### src/hdl/lps_pkg.sv
// ----------------------------------------------------------------------------
// lps_pkg: shared constants for the Legendre polynomial series generator
// Fixed-point formats, field widths, the sequencer state codes and the
// reciprocal table that turns the division by the degree into a product.
// ----------------------------------------------------------------------------
package lps_pkg;

	// Field widths.
	localparam int DATA_W    = 32;
	localparam int DEG_W     = 6;
	localparam int CNT_W     = 7;
	localparam int FRAC_BITS = 30;
	localparam int MAG_W     = 31;
	localparam int MAX_DEGREES = 64;

	// Datapath widths: recurrence numerator, its magnitude, reciprocal, accumulator.
	localparam int T_W     = 40;
	localparam int NUM_W   = 39;
	localparam int RECIP_W = 45;
	localparam int ACC_W   = 84;

	// Split points of the numerator and reciprocal for the partial products.
	localparam int NUM_LO_W   = 20;
	localparam int RECIP_LO_W = 23;

	// Reset value of the degree count register.
	localparam logic [CNT_W-1:0] DEGREE_COUNT_RESET = 7'd8;

	// Fixed-point one, its signed form and the rounding half.
	localparam logic [MAG_W-1:0]         ONE_MAG   = 31'h4000_0000;
	localparam logic signed [DATA_W-1:0] ONE_S     = 32'sh4000_0000;
	localparam logic signed [DATA_W-1:0] MINUS_ONE = -32'sh4000_0000;
	localparam logic [61:0]              ROUND_HALF = 62'h2000_0000;

	// Sequencer states, one-hot.
	typedef enum logic [12:0] {
		S_IDLE = 13'b0000000000001,
		S_MXP  = 13'b0000000000010,
		S_RND  = 13'b0000000000100,
		S_MU   = 13'b0000000001000,
		S_MP2  = 13'b0000000010000,
		S_T    = 13'b0000000100000,
		S_D0   = 13'b0000001000000,
		S_D1   = 13'b0000010000000,
		S_D2   = 13'b0000100000000,
		S_D3   = 13'b0001000000000,
		S_D4   = 13'b0010000000000,
		S_FIN  = 13'b0100000000000,
		S_EMIT = 13'b1000000000000
	} lps_state_t;

	// Reciprocals ceil(2^45 / l); degrees zero and one never divide.
	localparam longint unsigned RSC = 64'h0000_2000_0000_0000;
	localparam logic [RECIP_W-1:0] RECIP_TABLE [MAX_DEGREES] = '{
		45'd0,                   45'd0,                   45'((RSC + 1) / 2),
		45'((RSC + 2) / 3),      45'((RSC + 3) / 4),      45'((RSC + 4) / 5),
		45'((RSC + 5) / 6),      45'((RSC + 6) / 7),      45'((RSC + 7) / 8),
		45'((RSC + 8) / 9),      45'((RSC + 9) / 10),     45'((RSC + 10) / 11),
		45'((RSC + 11) / 12),    45'((RSC + 12) / 13),    45'((RSC + 13) / 14),
		45'((RSC + 14) / 15),    45'((RSC + 15) / 16),    45'((RSC + 16) / 17),
		45'((RSC + 17) / 18),    45'((RSC + 18) / 19),    45'((RSC + 19) / 20),
		45'((RSC + 20) / 21),    45'((RSC + 21) / 22),    45'((RSC + 22) / 23),
		45'((RSC + 23) / 24),    45'((RSC + 24) / 25),    45'((RSC + 25) / 26),
		45'((RSC + 26) / 27),    45'((RSC + 27) / 28),    45'((RSC + 28) / 29),
		45'((RSC + 29) / 30),    45'((RSC + 30) / 31),    45'((RSC + 31) / 32),
		45'((RSC + 32) / 33),    45'((RSC + 33) / 34),    45'((RSC + 34) / 35),
		45'((RSC + 35) / 36),    45'((RSC + 36) / 37),    45'((RSC + 37) / 38),
		45'((RSC + 38) / 39),    45'((RSC + 39) / 40),    45'((RSC + 40) / 41),
		45'((RSC + 41) / 42),    45'((RSC + 42) / 43),    45'((RSC + 43) / 44),
		45'((RSC + 44) / 45),    45'((RSC + 45) / 46),    45'((RSC + 46) / 47),
		45'((RSC + 47) / 48),    45'((RSC + 48) / 49),    45'((RSC + 49) / 50),
		45'((RSC + 50) / 51),    45'((RSC + 51) / 52),    45'((RSC + 52) / 53),
		45'((RSC + 53) / 54),    45'((RSC + 54) / 55),    45'((RSC + 55) / 56),
		45'((RSC + 56) / 57),    45'((RSC + 57) / 58),    45'((RSC + 58) / 59),
		45'((RSC + 59) / 60),    45'((RSC + 60) / 61),    45'((RSC + 61) / 62),
		45'((RSC + 62) / 63)
	};

	// Magnitude of a value known to lie in [-1, 1].
	function automatic logic [MAG_W-1:0] mag_of(input logic signed [DATA_W-1:0] v);
		logic signed [DATA_W-1:0] n;
		n = -v;
		return v[DATA_W-1] ? n[MAG_W-1:0] : v[MAG_W-1:0];
	endfunction

endpackage

### src/hdl/legendre_polynomial_series.sv
// ----------------------------------------------------------------------------
// legendre_polynomial_series: Legendre polynomial values per abscissa
// Takes x in Q2.30, saturates it to [-1, 1] and emits P_0(x) .. P_{L-1}(x)
// through the three-term recurrence, evaluated on one shared multiplier.
// ----------------------------------------------------------------------------
//
//  Channel  Direction  Payload (lowest bits first)
//  s_axis   in         tdata: abscissa[31:0]
//  m_axis   out        tdata: degree_index[5:0], poly_value[37:6], zero[39:38];
//                      tlast: last_of_run
//  cfg      in         wdata: degree_count[6:0]
//
// The run for an abscissa waits whenever the output side stalls. Each degree
// from two up runs twelve steps and uses the one 32 x 32 multiplier for
// x * P_{l-1}, the two recurrence terms and four partial products against
// the reciprocal of l.
// s_axis_tready is high only while the sequencer is idle; a result already in
// the output register may still wait while the next abscissa is taken.
// Reset clears the sequencer and output valid and sets L to 8.

module legendre_polynomial_series (
	input  logic        clk,
	input  logic        arst_n,
	// Configuration: degree_count[6:0]
	input  logic        cfg_wen,
	input  logic [lps_pkg::CNT_W-1:0] cfg_wdata,
	// Input items: abscissa[31:0]
	input  logic        s_axis_tvalid,
	output logic        s_axis_tready,
	input  logic [31:0] s_axis_tdata,
	// Result items: degree_index[5:0], poly_value[37:6], zero fill[39:38]
	output logic        m_axis_tvalid,
	input  logic        m_axis_tready,
	output logic [39:0] m_axis_tdata,
	// last_of_run
	output logic        m_axis_tlast
);
	import lps_pkg::*;

	lps_state_t state_q;

	logic [CNT_W-1:0]         degree_count_q;
	logic [DEG_W-1:0]         l_q;
	logic [DEG_W-1:0]         last_l_q;
	logic signed [DATA_W-1:0] x_q;
	logic signed [DATA_W-1:0] p1_q;
	logic signed [DATA_W-1:0] p2_q;
	logic signed [DATA_W-1:0] cur_q;
	logic [MAG_W-1:0]         u_mag_q;
	logic                     u_neg_q;
	logic signed [T_W-1:0]    a_q;
	logic                     t_neg_q;
	logic [NUM_W-1:0]         n_q;
	logic [RECIP_W-1:0]       recip_q;
	logic [63:0]              prod_q;
	logic [ACC_W-1:0]         acc_q;

	logic                     out_valid_q;
	logic [DEG_W-1:0]         out_deg_q;
	logic signed [DATA_W-1:0] out_val_q;
	logic                     out_last_q;

	logic [31:0] mul_a;
	logic [31:0] mul_b;
	logic [63:0] mul_p;

	logic                     in_fire;
	logic                     out_free;
	logic signed [DATA_W-1:0] x_sat;
	logic [DEG_W-1:0]         last_l_in;
	logic [61:0]              rnd_sum;
	logic [31:0]              rnd_r;
	logic [MAG_W-1:0]         u_mag;
	logic [CNT_W-1:0]         coef_odd;
	logic signed [T_W-1:0]    prod_s;
	logic signed [T_W-1:0]    b_s;
	logic signed [T_W-1:0]    t_val;
	logic [T_W-1:0]           t_mag;
	logic [NUM_W-1:0]         q_raw;
	logic [MAG_W-1:0]         q_clamp;
	logic signed [DATA_W-1:0] q_pos;

	assign s_axis_tready = (state_q == S_IDLE);
	assign in_fire       = s_axis_tvalid && s_axis_tready;
	assign out_free      = !out_valid_q || m_axis_tready;

	assign m_axis_tvalid = out_valid_q;
	assign m_axis_tdata  = {2'b00, out_val_q, out_deg_q};
	assign m_axis_tlast  = out_last_q;

	// Saturate the abscissa and find the last degree of the run.
	always_comb begin
		if ($signed(s_axis_tdata) > ONE_S) begin
			x_sat = ONE_S;
		end else if ($signed(s_axis_tdata) < MINUS_ONE) begin
			x_sat = MINUS_ONE;
		end else begin
			x_sat = $signed(s_axis_tdata);
		end
		if (degree_count_q == '0) begin
			last_l_in = '0;
		end else if (degree_count_q >= CNT_W'(MAX_DEGREES)) begin
			last_l_in = DEG_W'(MAX_DEGREES - 1);
		end else begin
			last_l_in = DEG_W'(degree_count_q - 1'b1);
		end
	end

	// Operand selection for the shared multiplier.
	always_comb begin
		coef_odd = {l_q, 1'b0} - 1'b1;
		mul_a = '0;
		mul_b = '0;
		unique case (state_q)
			S_MXP: begin
				mul_a = {1'b0, mag_of(x_q)};
				mul_b = {1'b0, mag_of(p1_q)};
			end
			S_MU: begin
				mul_a = 32'(coef_odd);
				mul_b = {1'b0, u_mag_q};
			end
			S_MP2: begin
				mul_a = 32'(l_q - 1'b1);
				mul_b = {1'b0, mag_of(p2_q)};
			end
			S_D0: begin
				mul_a = 32'(n_q[NUM_LO_W-1:0]);
				mul_b = 32'(recip_q[RECIP_LO_W-1:0]);
			end
			S_D1: begin
				mul_a = 32'(n_q[NUM_W-1:NUM_LO_W]);
				mul_b = 32'(recip_q[RECIP_LO_W-1:0]);
			end
			S_D2: begin
				mul_a = 32'(n_q[NUM_LO_W-1:0]);
				mul_b = 32'(recip_q[RECIP_W-1:RECIP_LO_W]);
			end
			S_D3: begin
				mul_a = 32'(n_q[NUM_W-1:NUM_LO_W]);
				mul_b = 32'(recip_q[RECIP_W-1:RECIP_LO_W]);
			end
			S_IDLE, S_RND, S_T, S_D4, S_FIN, S_EMIT: begin
				mul_a = '0;
				mul_b = '0;
			end
			default: begin
				mul_a = '0;
				mul_b = '0;
			end
		endcase
	end

	assign mul_p = {32'd0, mul_a} * {32'd0, mul_b};

	// Rounding of x * P_{l-1}, the recurrence numerator and the final clamp.
	always_comb begin
		rnd_sum = prod_q[61:0] + ROUND_HALF;
		rnd_r   = rnd_sum[61:FRAC_BITS];
		u_mag   = (rnd_r > 32'(ONE_MAG)) ? ONE_MAG : rnd_r[MAG_W-1:0];
		prod_s  = $signed(prod_q[T_W-1:0]);
		b_s     = p2_q[DATA_W-1] ? -prod_s : prod_s;
		t_val   = a_q - b_s;
		t_mag   = t_val[T_W-1] ? T_W'(-t_val) : T_W'(t_val);
		q_raw   = acc_q[ACC_W-1:RECIP_W];
		q_clamp = (q_raw > NUM_W'(ONE_MAG)) ? ONE_MAG : q_raw[MAG_W-1:0];
		q_pos   = $signed({1'b0, q_clamp});
	end

	// Configuration register, sequencer and output register.
	always_ff @(posedge clk or negedge arst_n) begin
		if (!arst_n) begin
			state_q        <= S_IDLE;
			degree_count_q <= DEGREE_COUNT_RESET;
			out_valid_q    <= 1'b0;
		end else begin
			if (cfg_wen) begin
				degree_count_q <= cfg_wdata;
			end
			// A new result fills the output register; a taken one empties it.
			if (state_q == S_EMIT && out_free) begin
				out_valid_q <= 1'b1;
			end else if (m_axis_tready) begin
				out_valid_q <= 1'b0;
			end
			unique case (state_q)
				S_IDLE: begin
					if (in_fire) begin
						state_q <= S_EMIT;
					end
				end
				S_MXP: state_q <= S_RND;
				S_RND: state_q <= S_MU;
				S_MU:  state_q <= S_MP2;
				S_MP2: state_q <= S_T;
				S_T:   state_q <= S_D0;
				S_D0:  state_q <= S_D1;
				S_D1:  state_q <= S_D2;
				S_D2:  state_q <= S_D3;
				S_D3:  state_q <= S_D4;
				S_D4:  state_q <= S_FIN;
				S_FIN: state_q <= S_EMIT;
				S_EMIT: begin
					if (out_free) begin
						if (l_q == last_l_q) begin
							state_q <= S_IDLE;
						end else if (l_q == '0) begin
							state_q <= S_EMIT;
						end else begin
							state_q <= S_MXP;
						end
					end
				end
				default: state_q <= S_IDLE;
			endcase
		end
	end

	// Datapath registers.
	always_ff @(posedge clk) begin
		prod_q <= mul_p;
		unique case (state_q)
			S_IDLE: begin
				if (in_fire) begin
					x_q      <= x_sat;
					last_l_q <= last_l_in;
					l_q      <= '0;
					cur_q    <= ONE_S;
				end
			end
			S_RND: begin
				u_mag_q <= u_mag;
				u_neg_q <= x_q[DATA_W-1] ^ p1_q[DATA_W-1];
			end
			S_MP2: begin
				a_q <= u_neg_q ? -$signed(prod_q[T_W-1:0]) : $signed(prod_q[T_W-1:0]);
			end
			S_T: begin
				t_neg_q <= t_val[T_W-1];
				n_q     <= t_mag[NUM_W-1:0] + NUM_W'(l_q >> 1);
				recip_q <= RECIP_TABLE[l_q];
			end
			S_D1: acc_q <= ACC_W'(prod_q);
			S_D2: acc_q <= acc_q + (ACC_W'(prod_q) << NUM_LO_W);
			S_D3: acc_q <= acc_q + (ACC_W'(prod_q) << RECIP_LO_W);
			S_D4: acc_q <= acc_q + (ACC_W'(prod_q) << (NUM_LO_W + RECIP_LO_W));
			S_FIN: begin
				cur_q <= t_neg_q ? -q_pos : q_pos;
			end
			S_EMIT: begin
				if (out_free) begin
					out_deg_q  <= l_q;
					out_val_q  <= cur_q;
					out_last_q <= (l_q == last_l_q);
					p2_q       <= p1_q;
					p1_q       <= cur_q;
					l_q        <= l_q + 1'b1;
					if (l_q == '0) begin
						cur_q <= x_q;
					end
				end
			end
			S_MXP, S_MU, S_D0: begin
			end
			default: begin
			end
		endcase
	end

	// A result held back by the output side stays unchanged.
	a_hold_stable: assert property (@(posedge clk) disable iff (!arst_n)
		(m_axis_tvalid && !m_axis_tready) |=> (m_axis_tvalid &&
			$stable(m_axis_tdata) && $stable(m_axis_tlast)))
		else $error("held result changed before it was taken");

	// Every emitted value stays within [-1, 1].
	a_value_range: assert property (@(posedge clk) disable iff (!arst_n)
		m_axis_tvalid |-> ($signed(m_axis_tdata[37:6]) <= ONE_S &&
			$signed(m_axis_tdata[37:6]) >= MINUS_ONE))
		else $error("result value out of range");

	// Each run starts with P_0 = 1 at degree zero.
	a_run_start: assert property (@(posedge clk) disable iff (!arst_n)
		in_fire |=> (state_q == S_EMIT && cur_q == ONE_S && l_q == '0))
		else $error("run did not start with degree zero");

	// The partial-product sequence only runs in order.
	a_div_order: assert property (@(posedge clk) disable iff (!arst_n)
		(state_q == S_FIN) |-> ($past(state_q) == S_D4))
		else $error("division steps out of order");

endmodule
### config.mk
export PLATFORM = sky130hd
export DESIGN_NAME = legendre_polynomial_series
export DESIGN_NICKNAME = d
export VERILOG_FILES = /design/src/hdl/lps_pkg.sv /design/src/hdl/legendre_polynomial_series.sv
export SDC_FILE = /design/constraint.sdc
export NUM_CORES = 2
export LEC_CHECK = 0
export ABC_CLOCK_PERIOD_IN_PS = 14450
export BUFFER_PORTS_ARGS = -buffer_cell sky130_fd_sc_hd__buf_4
export CORE_UTILIZATION = 55
export CTS_BUF_LIST = sky130_fd_sc_hd__clkbuf_8
export CTS_CLUSTER_SIZE = 8
export DETAILED_ROUTE_END_ITERATION = 10
export PLACE_DENSITY = 0.71
export SYNTH_ARGS = -nofsm -noshare
export SYNTH_HDL_FRONTEND = slang
export SYNTH_SLANG_ARGS = --single-unit
### constraint.sdc
create_clock -name clk -period 14.45 [get_ports clk]
set_input_delay 1.445 -clock clk [delete_from_list [all_inputs] [get_ports clk]]
set_output_delay 1.445 -clock clk [all_outputs]
set_load 0.02 [all_outputs]
# Word level (Yosys, flattened, before mapping)
# Memory sizes are Yosys's and may differ from the RTL's. A register that Yosys moved wholly into a read port is not among the register bits.
# Index checks and enable logic that the tools add are counted.
[op_classes]
reduce_logical = 20
mul = 1
mux = 27
magnitude_cmp = 5
eq_ne = 17
bitwise_logic = 2
n_addsub = 16
[op_table]
columns = ["operator", "count"]
rows = [
  ["84-bit one-hot mux with 4 select lines", 1],
  ["84-bit adder", 3],
  ["13-bit one-hot mux with 13 select lines", 1],
  ["32-bit two-way mux", 5],
  ["32-bit one-hot mux with 5 select lines", 1],
  ["31-bit one-hot mux with 5 select lines", 1],
  ["31-bit two-way mux", 4],
  ["32-bit one-hot mux with 3 select lines", 1],
  ["31-bit negation", 3],
  ["40-bit two-way mux", 2],
  ["32-bit by 32-bit multiplier with 64-bit output", 1],
  ["62-bit by 30-bit adder with 62-bit output (second input constant)", 1],
  ["13-bit two-way mux", 4],
  ["40-bit negation", 1],
  ["40-bit subtractor", 1],
  ["39-bit by 5-bit adder with 39-bit output", 1],
  ["39-bit by 31-bit > comparator with 1-bit output (second input constant)", 1],
  ["39-bit two-way mux", 1],
  ["39-bit negation", 1],
  ["32-bit by 31-bit > comparator with 1-bit output (second input constant)", 1],
  ["32-bit > comparator (second input constant)", 1],
  ["32-bit by 31-bit < comparator with 1-bit output (second input constant)", 1],
  ["31-bit negation with 32-bit output", 1],
  ["6-bit two-way mux", 3],
  ["other kinds (37)", 47],
]
[word_totals]
register_bits = 428
rom_bits = 2880
wordCells = 108
mem_count = 1
[mem_list]
columns = ["memory", "words", "width", "rd", "rd_ports_with_merged_regs", "wr", "line_no", "text"]
rows = [
  ["(name not given)", 64, 45, 1, 1, 0, "legendre_polynomial_series.sv:241", "recip_q <= RECIP_TABLE[l_q];"],
]

# Longest topological paths before layout
[logic_depth]
ltp_word = 6
ltp_mapped = 45
ltp_nobuf = 41

# Worst setup path after synthesis
# No wires, ideal clock.
[synth_path]
path_kind = "reg2reg"
start = "register state_q[5]"
end = "register prod_q[63]"
slack_ps = 3556
t_arrival_ps = 10776
path_stages_with_launch = 38
synth_period_minus_slack_ps = 10894
cell_sequence = "dfrtp_1 > or4_1 > nor2_1 > nand4b_1 > inv_1 > clkbuf_1 > a22oi_1 > and3_1 > clkbuf_1 > clkbuf_1 > nor2_1 > fa_1 > fa_1 > fa_1 > inv_1 > fa_1 > inv_1 > fa_1 > (+2 left out) > inv_1 > fa_1 > inv_1 > ha_1 > a21o_1 > a21o_1 > a221o_1 > nand3_1 > a21oi_1 > o21a_1 > nor3_1 > o41ai_1 > a31oi_1 > o21ai_0 > nand2_1 > or3_1 > a31o_2 > xnor2_1"
[synth_via]
elab_chain_len = 4
[synth_lines]
columns = ["element", "line_no", "text"]
rows = [
  ["start, declared", "legendre_polynomial_series.sv:40", "lps_state_t state_q;"],
  ["start signal, assigned", "legendre_polynomial_series.sv:173", "state_q <= S_IDLE;"],
  ["start signal, assigned", "legendre_polynomial_series.sv:189", "state_q <= S_EMIT;"],
  ["start signal, assigned", "legendre_polynomial_series.sv:192", "S_MXP: state_q <= S_RND;"],
  ["13-bit by 10-bit equality test with 1-bit output, or another cell as far along", "legendre_polynomial_series.sv:114", "unique case (state_q)"],
  ["2-bit OR reduction (no source line)", "--", ""],
  ["32-bit one-hot mux with 5 select lines or 31-bit one-hot mux with 5 select lines (tied branches)", "legendre_polynomial_series.sv:114", ""],
  ["32-bit by 32-bit multiplier with 64-bit output *", "legendre_polynomial_series.sv:154", "assign mul_p = {32'd0, mul_a} * {32'd0, mul_b};"],
  ["net mul_p[63]", "legendre_polynomial_series.sv:65", "logic [63:0] mul_p;"],
  ["end signal, assigned", "legendre_polynomial_series.sv:221", "prod_q <= mul_p;"],
  ["end, declared", "legendre_polynomial_series.sv:55", "logic [63:0] prod_q;"],
]
# The timed path passes the listed nets; every way through them passes the cells marked *.
# A chain may end at the register's enable or synchronous reset.

# Worst setup path in the final report
[layout_path]
start = "register state_q[3]"
end = "register prod_q[63]"
# Same word-level chain as after synthesis.

==> results.cfg <==
[status]
outcome = finished, violations left
violations = design-rule violations

[global_route]
first_global_vias = 60937
grt_pass1_wl_um = 383000
grtUsageMet3_pct = 11.8
met1_usage_pct = 54.7
grt_start_max_net_pins = 142
grt_use_total_pct = 40.4
grt_overflow = 0
busiest_layer = met2
gr-usage-met2_pct = 58.9
antenna_found_initial = 15

[pwr]
ir_drop_uv = 88.6
total_power_mw = 6.96
seqPwrFrac_pct = 27.6
power_switching_share_pct = 49.6
internal-power_mw = 3.51
power_density_nw_per_um2 = 94.3
power.switching_mw = 3.45
p_leak_nw = 33.9
p_comb_share_pct = 54.3
clkPwrFrac_pct = 18.1

[setup_path]
worstPathArrival_ns = 13.94
r2r-start = state_q[3]
crit_top_cell = fa_1
reg2reg_depth = 35
rr_endpoint = prod_q[63]
end_kind = flop
worstPathRequired_ns = 15.10
worstPathMaxFanout = 37
cp-start-kind = flop
critPathMaxStageDelay_ns = 1.07
path_class = flop to flop
regToRegSetupSlack_ns = 1.16
worst_path_max_delay_cell = o41ai_1

[floorplanning]
die-area_sq_um = 128000
die_w_um = 358
core_area_sq_um = 126000
fp.dieH_um = 358
io_pins = 87
num_rows = 130
start_util_pct = 55.4

[finish]
final_cells = 9732
layout_commonest_cell = inv_1
drive_above_1_share_pct = 6.35
area_growth_pct = 6.12
final_cell_mix = inv_1, nand2_1, fa_1
final_nets = 9421
utilization_pct = 58.8

[hold_path]
min_from = cur_q[19]
whs_endpoint = out_val_q[19]
min_path_cells = 0
hp-class = flop to flop

[cts]
cts_setup_buffers = 0
clockBufferDepth = 3
htree_levels = 3
ctsResizeCount = 0
cts_made_buffers = 83
hold_buffers = 0
clock_sinks = 453
clkTransAtPathRegs_ns = 0.06
clk_latency_ns = 0.76
root_buffer = clkbuf_8
cts_tree = built

[sta]
fin_tns_setup_ns = 0
timing.fmax_ghz = 0.0752
hold_ws_ns = 0.409
finClkSkew_ns = 0.0645
setup_viol = 0
rsz0062_at_grt = false
hold_violations = 0
relSlewSlack_pct = 15.4
tightestPinTransition_ns = 1.25
period_needed_ns = 13.29
drv_slew = 0
timing.final.crit_share_pct = 92.0

[yosys]
syn_area_sq_um = 69600
yosys.area.top_type = fa_1
yosysWarnings = 0
yosys.cell_types.count = 98
ys.flop_type = edfxtp_1
synth_area_per_cell_sq_um = 8.60
async_flop_share_pct = 4.64
yosysSeqAreaShare_pct = 18.5
yosys_register_bits = 453
synth_top_area_share_pct = 25.1
synth_edf_count = 368
synthTopCellsByArea = fa_1, edfxtp_1, ha_1
synth_cells = 8090

[placement]
globalplace.congestion = 1.02
port_buffers = 84
dpl.cell_count = 9571
dp_hpwl_um = 198000

[detailed_routing]
drtPass1Iterations = 11
wirelength_um = 258000
antenna_left = 0
routedWlPerCell_um = 26.5
via_per_inst = 6.41
num_vias = 62341
drt_iter0_markers = 7944
drc_errors = 1

[job]
cap_violations = 0
power by group through the flow:
stage	clock, mW	combinational (mW)	sequential, mW
6_report	1.26	3.78	1.92
5_1_grt	1.32	3.99	1.92
4_1_cts	1.26	3.65	1.90
3_5_place_dp	0	3.63	1.92
3_3_place_gp	0	3.63	1.92
2_1_floorplan	0	2.38	1.87
cell usage after synthesis (50+ instances only):
library cell and instances:
ha_1 499, o21ai_0 362, fa_1 872, edfxtp_1 368, dfxtp_1 64, xnor2_1 293
nand3_1 130, o31ai_1 50, or3_1 71, nand2b_1 65, and2_1 99, xor2_1 230
and3_1 68, a31oi_1 50, inv_1 1032, nor3_1 95, nor2b_1 50, clkbuf_1 382
a21oi_1 412, nand4_1 56, a21o_1 181, nor2_1 787, nand2_1 1041, o21bai_1 55
per-layer routing:
| metal | vias to the layer above | wire (um) |
|---|---|---|
| met5 | - | 141 |
| met1 | 30849 | 100000 |
| met4 | 16 | 14900 |
| li1 | 26967 | - |
| met2 | 3781 | 108000 |
| met3 | 728 | 33900 |
stage by stage:
step	setup WS, ns	area [sq um]
floorplan	3.56	69600
global placement	1.73	72200
detailed placement	1.67	72200
CTS	1.60	73800
global route	0.777	73800
finish	1.16	73800
worst max-delay path by stage:
stage / depth (start not counted) / end / from
final: 35 / prod_q[63] / state_q[3]
after global placement: 35 / prod_q[63] / state_q[3]
after CTS: 36 / prod_q[63] / state_q[3]
after floorplan: 37 / prod_q[63] / state_q[5]
after global routing: 36 / prod_q[63] / state_q[3]
after detailed placement: 36 / prod_q[63] / state_q[3]
cells by family after synthesis:
logic type,Yosys count,synth area share [%]
other cells,1,0.00539
flops,453,18.5
compound gates,1624,15.4
simple gates,2624,17.0
buf+inv,1463,7.94
xor+xnor,523,6.59
mux,31,0.516
fa+ha+maj,1371,34.1
state kept, by name, summed over array words and instances, names as in the netlist, 31 cells and up:
register and cells:
x_q 32, a_q 40, n_q 39, recip_q 45, cur_q 32, prod_q 64
acc_q 64, u_mag_q 31, out_val_q 32, p2_q 32
critical path: cells and delay by family (launching register included):
| family | cells | cell delay [ns] |
|---|---|---|
| adder cells (fa/ha/maj) | 9 | 4.38 |
| AND/OR/NAND/NOR | 13 | 4.26 |
| AO/OA/AOI/OAI | 7 | 3.26 |
| buffers and inverters | 5 | 0.71 |
| flip-flops | 1 | 0.41 |
| XOR/XNOR | 1 | 0.12 |
cell type report:
type / count / area [sq um]
Fill cell: 11359 / 51800
Multi-Input combinational cell: 6175 / 51400
Sequential cell: 453 / 12900
Inverter: 1035 / 3880
Tap cell: 1650 / 2060
Timing Repair Buffer: 258 / 1950
Clock buffer: 94 / 1290
Clock inverter: 61 / 333
Antenna cell: 6 / 15.0
(Power assumes the default switching activity.)
